==> src/rtl/vbec_pkg.sv <==
// Shared widths, payload structs and register indexes for the velocity clipper.
`default_nettype none
package vbec_pkg;
   localparam int VEL_W = 16;                 // velocity word width
   localparam int LIM_W = 15;                 // limit / semi-axis width
   localparam int OFF_W = 16;                 // offset width
   localparam int CSR_W = 16;                 // widest register
   localparam int IDX_W = 3;
   localparam int S_W   = 2 * VEL_W + 2;      // sum of three squares
   localparam int P_W   = LIM_W + VEL_W;      // semi-axis times magnitude
   localparam int R_W   = 2 * P_W;            // square of that, root remainder
   localparam int T_W   = LIM_W + 1;          // trial term 2*lim + 2^b
   localparam int D_W   = T_W + S_W + LIM_W;  // shifted trial product
   localparam int C_W   = ((VEL_W > OFF_W) ? VEL_W : OFF_W) + 2;
   localparam int B_W   = 4;                  // root bit index
   localparam int NROOT = LIM_W;              // one root stage per result bit
   localparam int NSTG  = 4 + NROOT + 1;      // front, root, clamp

   typedef enum logic [IDX_W-1:0] {
      REG_MODE  = 3'd0,
      REG_LIM_X = 3'd1,
      REG_LIM_Y = 3'd2,
      REG_LIM_Z = 3'd3,
      REG_OFF_X = 3'd4,
      REG_OFF_Y = 3'd5
   } reg_idx_type;

   typedef struct packed {
      logic signed [VEL_W-1:0] x;
      logic signed [VEL_W-1:0] y;
      logic signed [VEL_W-1:0] z;
   } vel_type;

   typedef struct packed {
      vel_type                    vel;
      logic [S_W-1:0]             s;
      logic [2:0][LIM_W-1:0]      lim;
      logic [2:0][R_W-1:0]        r;
   } root_type;

   typedef struct packed {
      logic [LIM_W-1:0] lim_x;
      logic [LIM_W-1:0] lim_y;
      logic [LIM_W-1:0] lim_z;
   } lims_type;
endpackage
`default_nettype wire

==> src/rtl/vbec_clamp.sv <==
// Output stage: chooses the limits and clamps each axis to its offset bounds.
`default_nettype none
module vbec_clamp (
   input  wire logic                          clock,
   input  wire logic                          en,
   input  wire vbec_pkg::root_type            in_data,
   input  wire logic                          mode,
   input  wire vbec_pkg::lims_type            lims,
   input  wire logic signed [vbec_pkg::OFF_W-1:0] off_x,
   input  wire logic signed [vbec_pkg::OFF_W-1:0] off_y,
   output vbec_pkg::vel_type                  out_ff
);
   import vbec_pkg::*;

   vel_type out_in;

   function automatic logic signed [VEL_W-1:0] clamp_off(
      input logic signed [VEL_W-1:0] v,
      input logic [LIM_W-1:0]        lim,
      input logic signed [OFF_W-1:0] off
   );
      logic signed [C_W-1:0] lo;
      logic signed [C_W-1:0] hi;
      logic signed [C_W-1:0] vv;
      logic signed [C_W-1:0] r;
      lo = C_W'(off) - $signed(C_W'(lim));
      hi = C_W'(off) + $signed(C_W'(lim));
      vv = C_W'(v);
      if (lo > 0) lo = '0;
      if (hi < 0) hi = '0;
      r = vv;
      if (vv < lo) r = lo;
      if (vv > hi) r = hi;
      return r[VEL_W-1:0];
   endfunction

   always_comb begin
      if (mode) begin
         out_in.x = clamp_off(in_data.vel.x, in_data.lim[0], off_x);
         out_in.y = clamp_off(in_data.vel.y, in_data.lim[1], off_y);
         out_in.z = clamp_off(in_data.vel.z, in_data.lim[2], '0);
      end else begin
         out_in.x = clamp_off(in_data.vel.x, lims.lim_x, off_x);
         out_in.y = clamp_off(in_data.vel.y, lims.lim_y, off_y);
         out_in.z = clamp_off(in_data.vel.z, lims.lim_z, '0);
      end
   end

   always_ff @(posedge clock) begin
      if (en) begin
         out_ff <= out_in;
      end
   end
endmodule
`default_nettype wire

==> config.mk <==
export PLATFORM = sky130hd
export DESIGN_NAME = vbec_clamp
export DESIGN_NICKNAME = d
export VERILOG_FILES = /design/src/rtl/vbec_pkg.sv /design/src/rtl/vbec_clamp.sv
export SDC_FILE = /design/constraint.sdc
export NUM_CORES = 1
export LEC_CHECK = 0
export ABC_AREA = 0
export BUFFER_PORTS_ARGS = -buffer_cell sky130_fd_sc_hd__clkbuf_2
export CAP_MARGIN = 20
export CELL_PAD_IN_SITES_DETAIL_PLACEMENT = 0
export CELL_PAD_IN_SITES_GLOBAL_PLACEMENT = 1
export CORE_UTILIZATION = 30
export CTS_BUF_LIST = sky130_fd_sc_hd__clkbuf_16
export DETAILED_ROUTE_END_ITERATION = 8
export PLACE_DENSITY = 0.67
export SYNTH_ARGS = -nofsm -noshare
export SYNTH_HDL_FRONTEND = slang
export SYNTH_SLANG_ARGS = --single-unit
==> constraint.sdc <==
create_clock -name clock -period 18.4 [get_ports clock]
set_clock_uncertainty 0.2 [all_clocks]
set_input_delay 1.84 -clock clock [delete_from_list [all_inputs] [get_ports clock]]
set_output_delay 1.84 -clock clock [all_outputs]
set_load 0.01 [all_outputs]
==> impl_metrics.toml, run 1 <==
[run_status]
status = "finished, final reports clean"

[placed_design]
gp_congestion = 0.930
place_hpwl_um = 52900
io_buffers = 220

[cells_and_area]
largest_registers = "out_ff x48"
final_common_cell = "ha_1"
drive_gt1_share_pct = 13.8
layout_common_cells = "ha_1 (310), clkbuf_2 (220), inv_1 (203)"
layout.nets = 3072
largest_reg_flops = 48
area_delta_synth_final_pct = 11.9
top_register = "out_ff"

[floorplan]
die_y_um = 235
core_um2 = 53100
dieArea_um2 = 55200
io_pins = 441
fp.dieW_um = 235
initial_core_util_pct = 30.7
rows = 84

[logic_synthesis]
yosys_warnings = 0
syn-cell-area_um2 = 16300
synth_area_leaders = "ha_1 (24%), edfxtp_1 (8.9%), inv_1 (4.7%)"
synth_edf_count = 48
synth_top_area_cell = "ha_1"
synthFlopType = "edfxtp_1"
synth_top_cell_area_share_pct = 23.8
syn_avg_cell_area_um2 = 7.40
async_reset_ff_share_pct = 0
netlist_instances = 2200
synth_nets = 2911
yosysSeqAreaShare_pct = 8.86
ys_ff_latch = 48
synth_cell_types = 87

[setup_path]
crit_arrival_ns = 8.91
critPathMaxFanout = 11
setup.worst_path.class = "in2reg"
end_kind = "register"
cp-start-kind = "primary input"
required_ns = 18.34

[sta]
holdWs_ns = 1.76
fin_crit_ns = 8.97
grt_setup_unrepaired = "no"
setup_viol = 0
max_freq_ghz = 0.111
max_slew_margin_pct = 26.5
hold_viol = 0
finalCritPeriodShare_pct = 48.7
finalMaxSlewViolations = 0
tns_ns = 0
worstMarginPinSlew_ns = 1.10

[power_and_ir_drop]
power.leakage_nw = 8.51
power.density_nw_per_um2 = 55.7
max-vdd-ir-drop_mv = 0.0304

[clock_network]
ctsResizeCount = 0
htree_levels = 2
cts_root_buffer = "clkbuf_16"
cts_buffers = 5
clockBufferDepth = 2
clk_pin_slew_ns = 0.07
post_cts_buffers = 0
cts_tree = "yes"
postCtsHoldBufs = 0
cts_sinks = 48

[global_route]
antenna_found_initial = 1
grt_pass1_vias = 16600
gr-usage-all-layers_pct = 21.6
grt_pass1_wl_um = 94200
grt_max_degree = 49
gr-total-overflow = 0

[hold_path]
hold_class = "in2reg"

[detailed_routing]
detail-route-antenna-nets = 0
drt-pass1-iter-count = 6
routed-via-count = 17200
wirelength_um = 62100
wl_per_cell_um = 20.4
vias_per_cell = 5.64
drt_iter0_markers = 1349
drc = 0

[job]
drv_cap = 0
-- cell usage after synthesis, drive strengths merged, types with 27 or more instances --
cell type	number
a31oi	27
a211oi	33
nand4	39
ha	310
inv	204
mux2i	30
clkbuf	70
or3	28
a21o	59
o21ai	92
nand2	146
a21oi	143
nor2b	34
nand3	88
o21a	34
or2	32
nor3	66
nand2b	73
xnor2	77
nor2	161
edfxtp	48
o211ai	35
-- worst paths after layout --
kind / slack [ns] / cells after the start / to / startpoint
setup / recovery: 9.43 / 21 / out_ff[24]$_DFFE_PP_ / off_y[0]
hold / removal: 1.76 / 3 / out_ff[8]$_DFFE_PP_ / in_data[224]
-- layer usage --
| metal | wire length, um | part of all wire, % | vias to the layer above | GRT usage [%] |
|---|---|---|---|---|
| met4 | 1240 | 2.0 | 0 | 5.12 |
| li1 | - | - | 8489 | - |
| met3 | 3690 | 5.9 | 62 | 2.54 |
| met1 | 29800 | 48 | 8070 | 30.3 |
| met5 | 0 | 0 | - | 0 |
| met2 | 27400 | 44 | 587 | 34.9 |
-- kinds of logic after synthesis --
group           count (synthesis)  share of synthesized area (%)
buf+inv                       287                           6.69
xor+xnor                       96                           5.17
mux                            42                           2.68
fa+ha+maj                     318                           24.8
simple gates                  758                           23.7
flops                          48                           8.86
compound gates                651                           28.1
-- power breakdown --
group          internal (mW)  switching (mW)
combinational          0.291           0.459
clock                 0.0636          0.0433
sequential             0.149         0.00962
-- critical path: stages --
cell	delay (ns)
clkbuf_2	0.10
inv_1	0.06
ha_1	0.21
fa_1	0.41
nand2b_1	0.17
a211oi_1	0.59
o21ai_0	0.47
or3b_2	0.57
a21oi_1	0.12
o21ai_0	0.17
o31ai_4	0.62
nand2_1	0.13
ha_1	0.32
o21a_1	0.13
a21oi_1	0.08
o21a_1	0.21
o21ai_0	0.62
o21ai_0	0.32
o21ai_1	0.91
a22o_1	0.53
a2111o_1	0.30
-- per-stage QoR --
stage / utilization, % / worst slack (ns) / instances / total power, mW / instance area, um^2
after global routing: 34.3 / 9.03 / 3050 / 1.10 / 18200
after floorplan: - / 10.84 / 2200 / 0.650 / 16300
after CTS: 34.3 / 9.59 / 3049 / 1.01 / 18200
after global placement: 34.0 / 9.25 / 3041 / 0.888 / 18000
after detailed placement: 34.0 / 9.29 / 3041 / 0.899 / 18000
final: 34.3 / 9.43 / 3051 / 1.01 / 18200
-- layout make-up --
cell class	instances	area [um^2]
Fill cell	5696	34900
Multi-Input combinational cell	1865	13700
Sequential cell	48	1440
Timing Repair Buffer	235	1210
Tap cell	688	861
Inverter	206	773
Clock buffer	5	125
Clock inverter	3	38.8
Antenna cell	1	2.50
(Power assumes the default switching activity.)
==> run 2, diff against run 1 <==
--- a/config.mk
+++ b/config.mk
@@ -13,7 +13,7 @@
 export CORE_UTILIZATION = 30
 export CTS_BUF_LIST = sky130_fd_sc_hd__clkbuf_16
 export DETAILED_ROUTE_END_ITERATION = 8
-export PLACE_DENSITY = 0.67
+export PLACE_DENSITY = 0.7
 export SYNTH_ARGS = -nofsm -noshare
 export SYNTH_HDL_FRONTEND = slang
 export SYNTH_SLANG_ARGS = --single-unit
==> constraint.sdc (replaced) <==
create_clock -name clock -period 8.05 [get_ports clock]
set_clock_uncertainty 0.2 [all_clocks]
set_input_delay 0.805 -clock clock [delete_from_list [all_inputs] [get_ports clock]]
set_output_delay 0.805 -clock clock [all_outputs]
set_load 0.01 [all_outputs]
==> impl_metrics.toml, run 2 (synthesized netlist as in run 1, its figures left out) <==
[sta]
grt_setup_unrepaired = "no"
setup_viol = 0
max_slew_margin_pct = 25.0
hold_viol = 0
finalCritPeriodShare_pct = 89.6
finalMaxSlewViolations = 0
fin_crit_ns = 7.21
max_freq_ghz = 0.139
worstMarginPinSlew_ns = 1.12
tns_ns = 0

[job]
drv_cap = 0

[clock_network]
clockBufferDepth = 2
cts_root_buffer = "clkbuf_16"
htree_levels = 2
ctsResizeCount = 0
cts_sinks = 48
clk_pin_slew_ns = 0.07
post_cts_buffers = 0
cts_buffers = 5
cts_tree = "yes"
postCtsHoldBufs = 0

[detailed_routing]
vias_per_cell = 5.63
drt_iter0_markers = 1540
wirelength_um = 62100
drt-pass1-iter-count = 6
detail-route-antenna-nets = 0
wl_per_cell_um = 20.3
drc = 0
routed-via-count = 17300

[placed_design]
place_hpwl_um = 53000
io_buffers = 220
gp_congestion = 0.932

[floorplan]
core_um2 = 53100
rows = 84
initial_core_util_pct = 30.7
die_y_um = 235
dieArea_um2 = 55200
fp.dieW_um = 235
io_pins = 441

[cells_and_area]
drive_gt1_share_pct = 14.4
layout.nets = 3087
final_common_cell = "ha_1"
largest_registers = "out_ff x48"
layout_common_cells = "ha_1 (310), clkbuf_2 (220), inv_1 (202)"
top_register = "out_ff"
post-route-util_pct = 34.5
area_delta_synth_final_pct = 12.6
fillers = 5673
n_antenna_cell = 0
largest_reg_flops = 48

[power_and_ir_drop]
power.density_nw_per_um2 = 128
max-vdd-ir-drop_mv = 0.0780
power.leakage_nw = 8.58

[global_route]
antenna_found_initial = 1
grt_pass1_wl_um = 95400
grt_max_degree = 49
grt_pass1_vias = 16700
gr-usage-all-layers_pct = 21.7
gr-total-overflow = 0

[run_status]
status = "finished, final reports clean"

[setup_path]
slowest_delay_ns = 0.52
crit_arrival_ns = 7.12
worst-path-buf-inv = 4
cpMostUsedCell = "a21o_1"
setup.worst_path.class = "in2reg"
crit_family = "compound AO/OA/AOI/OAI gates"
end_kind = "register"
required_ns = 7.96
critPathMaxFanout = 10
cp-start-kind = "primary input"
cp_slowest_cell = "or4_1"

[hold_path]
hold_class = "in2reg"
[run 2: cell count changes in the layout (fill, tap and decap cells not counted), sizes merged]
cell    delta
clkinv     +1
diode      -1
buf       +15
inv        -1
[run 2: worst paths after layout]
check	start	endpoint	slack, ns	cells after the start
max	off_x[0]	out_ff[37]$_DFFE_PP_	0.84	25
min	in_data[282]	out_ff[17]$_DFFE_PP_	0.71	2
[run 2: area by class of cell]
type | count | area (um^2) | area share, %
well taps | 688 | 861 | 4.70
repair buffers | 250 | 1330 | 7.24
flip-flops and latches | 48 | 1440 | 7.87
clock inverters | 3 | 47.5 | 0.259
inverters | 206 | 773 | 4.22
clock buffers | 5 | 125 | 0.683
multi-input cells | 1865 | 13700 | 75.0
[run 2: where the power goes]
part	switching, mW	leakage [nW]	internal [mW]	total (mW)
clock network	0.106	0.0840	0.148	0.254
registers	0.0191	0.467	0.339	0.358
logic	1.05	8.03	0.675	1.73
[run 2: layer usage]
| metal | global-route usage, % | wire [um] |
|---|---|---|
| met3 | 3.17 | 3940 |
| met1 | 29.7 | 29100 |
| met2 | 35.8 | 27800 |
| met4 | 5.00 | 1230 |
| met5 | 0 | 13 |
[run 2: per-stage QoR]
step	cells	setup WS, ns	power (mW)	area [um^2]	hold slack [ns]
finish	3065	0.837	2.34	18300	0.712
global route	3065	0.504	2.54	18300	0.712
CTS	3064	0.880	2.34	18300	0.703
detailed placement	3056	0.571	2.07	18100	1.02
global placement	3056	0.624	2.04	18100	1.02
floorplan	2200	1.52	1.49	16300	0.717
==> run 3, diff against run 2 <==
--- a/config.mk
+++ b/config.mk
@@ -14,6 +14,7 @@
 export CTS_BUF_LIST = sky130_fd_sc_hd__clkbuf_16
 export DETAILED_ROUTE_END_ITERATION = 8
 export PLACE_DENSITY = 0.7
+export REMOVE_ABC_BUFFERS = 1
 export SYNTH_ARGS = -nofsm -noshare
 export SYNTH_HDL_FRONTEND = slang
 export SYNTH_SLANG_ARGS = --single-unit
==> impl_metrics.toml, run 3 (synthesized netlist as in run 1, its figures left out) <==
[setup_path]
end_kind = "register"
cpMostUsedCell = "a21o_1"
crit_arrival_ns = 7.14
setup.worst_path.class = "in2reg"
cp_slowest_cell = "or4_1"
slowest_delay_ns = 0.54
cp-start-kind = "primary input"
startpoint = "off_x[0]"
crit_family = "compound AO/OA/AOI/OAI gates"
required_ns = 7.95
worst-path-buf-inv = 4
critPathMaxFanout = 8

[cells_and_area]
top_register = "out_ff"
largest_reg_flops = 48
final_common_cell = "ha_1"
largest_registers = "out_ff x48"
layout.nets = 3092
area_delta_synth_final_pct = 12.7
layout_common_cells = "ha_1 (310), clkbuf_2 (220), inv_1 (202)"
drive_gt1_share_pct = 14.6
final_cells = 3078

[placed_design]
io_buffers = 220
place_hpwl_um = 53300
gp_congestion = 0.955
place_inst = 3061

[detailed_routing]
drt-pass1-iter-count = 5
wirelength_um = 63100
drc = 0
vias_per_cell = 5.67
routed-via-count = 17500
detail-route-antenna-nets = 0
wl_per_cell_um = 20.5
drt_iter0_markers = 1444

[sta]
finalCritPeriodShare_pct = 89.9
grt_setup_unrepaired = "no"
max_slew_margin_pct = 30.6
hold_viol = 0
tns_ns = 0
finalMaxSlewViolations = 0
setup_viol = 0
worstMarginPinSlew_ns = 1.04
max_freq_ghz = 0.138
fin_crit_ns = 7.24

[clock_network]
clk_pin_slew_ns = 0.07
cts_tree = "yes"
cts_root_buffer = "clkbuf_16"
clockBufferDepth = 2
htree_levels = 2
post_cts_buffers = 0
cts_sinks = 48
postCtsHoldBufs = 0
cts_buffers = 5
ctsResizeCount = 0

[power_and_ir_drop]
max-vdd-ir-drop_mv = 0.0714
power.density_nw_per_um2 = 126
power.leakage_nw = 8.59

[global_route]
gr-usage-all-layers_pct = 22.2
antenna_found_initial = 16
grt_pass1_vias = 17100
grt_max_degree = 49
grt_pass1_wl_um = 97900
gr-total-overflow = 0

[floorplan]
rows = 84
initial_core_util_pct = 30.7
fp.dieW_um = 235
dieArea_um2 = 55200
io_pins = 441
die_y_um = 235
core_um2 = 53100

[hold_path]
hold_class = "in2reg"
min_from = "in_data[220]"

[run_status]
status = "finished, final reports clean"

[job]
drv_cap = 0
run 3: power by group:
part	switching [mW]	total [mW]	internal [mW]
logic	1.04	1.72	0.679
registers	0.0214	0.361	0.339
clock network	0.106	0.219	0.113
run 3: final cells by class:
cell class	count	area [um^2]
flip-flops and latches	48	1440
clock inverters	2	12.5
repair buffers	255	1360
multi-input cells	1865	13700
fillers	5745	34700
inverters	206	773
clock buffers	5	125
well taps	688	861
diodes	9	22.5
run 3: worst paths after layout:
| check | slack [ns] | cells past startpoint | end |
|---|---|---|---|
| setup / recovery | 0.81 | 25 | out_ff[37]$_DFFE_PP_ |
| hold / removal | 0.73 | 3 | out_ff[4]$_DFFE_PP_ |
run 3: through the flow:
stage	setup WS, ns	instance area (um^2)	hold slack (ns)	power (mW)	util (%)
after floorplan	1.43	16000	0.717	1.47	-
after global placement	0.689	18200	1.02	2.03	34.3
after CTS	0.877	18300	0.713	2.29	34.5
after detailed placement	0.588	18200	1.02	2.06	34.3
final	0.812	18300	0.727	2.30	34.6
after global routing	0.308	18300	0.729	2.50	34.5
run 3: worst min-delay path: stages:
cell      delay [ns]
clkbuf_2        0.14
nand2_1         0.06
o221ai_1        0.09
run 3: layer usage:
| layer | part of all wire (%) | up-vias | track usage [%] | wire, um |
|---|---|---|---|---|
| li1 | - | 8505 | - | - |
| met3 | 6.2 | 80 | 3.96 | 3940 |
| met4 | 1.5 | 14 | 3.99 | 977 |
| met2 | 44 | 549 | 36.0 | 27600 |
| met1 | 48 | 8306 | 30.7 | 30500 |
| met5 | 0.14 | - | 0 | 91 |
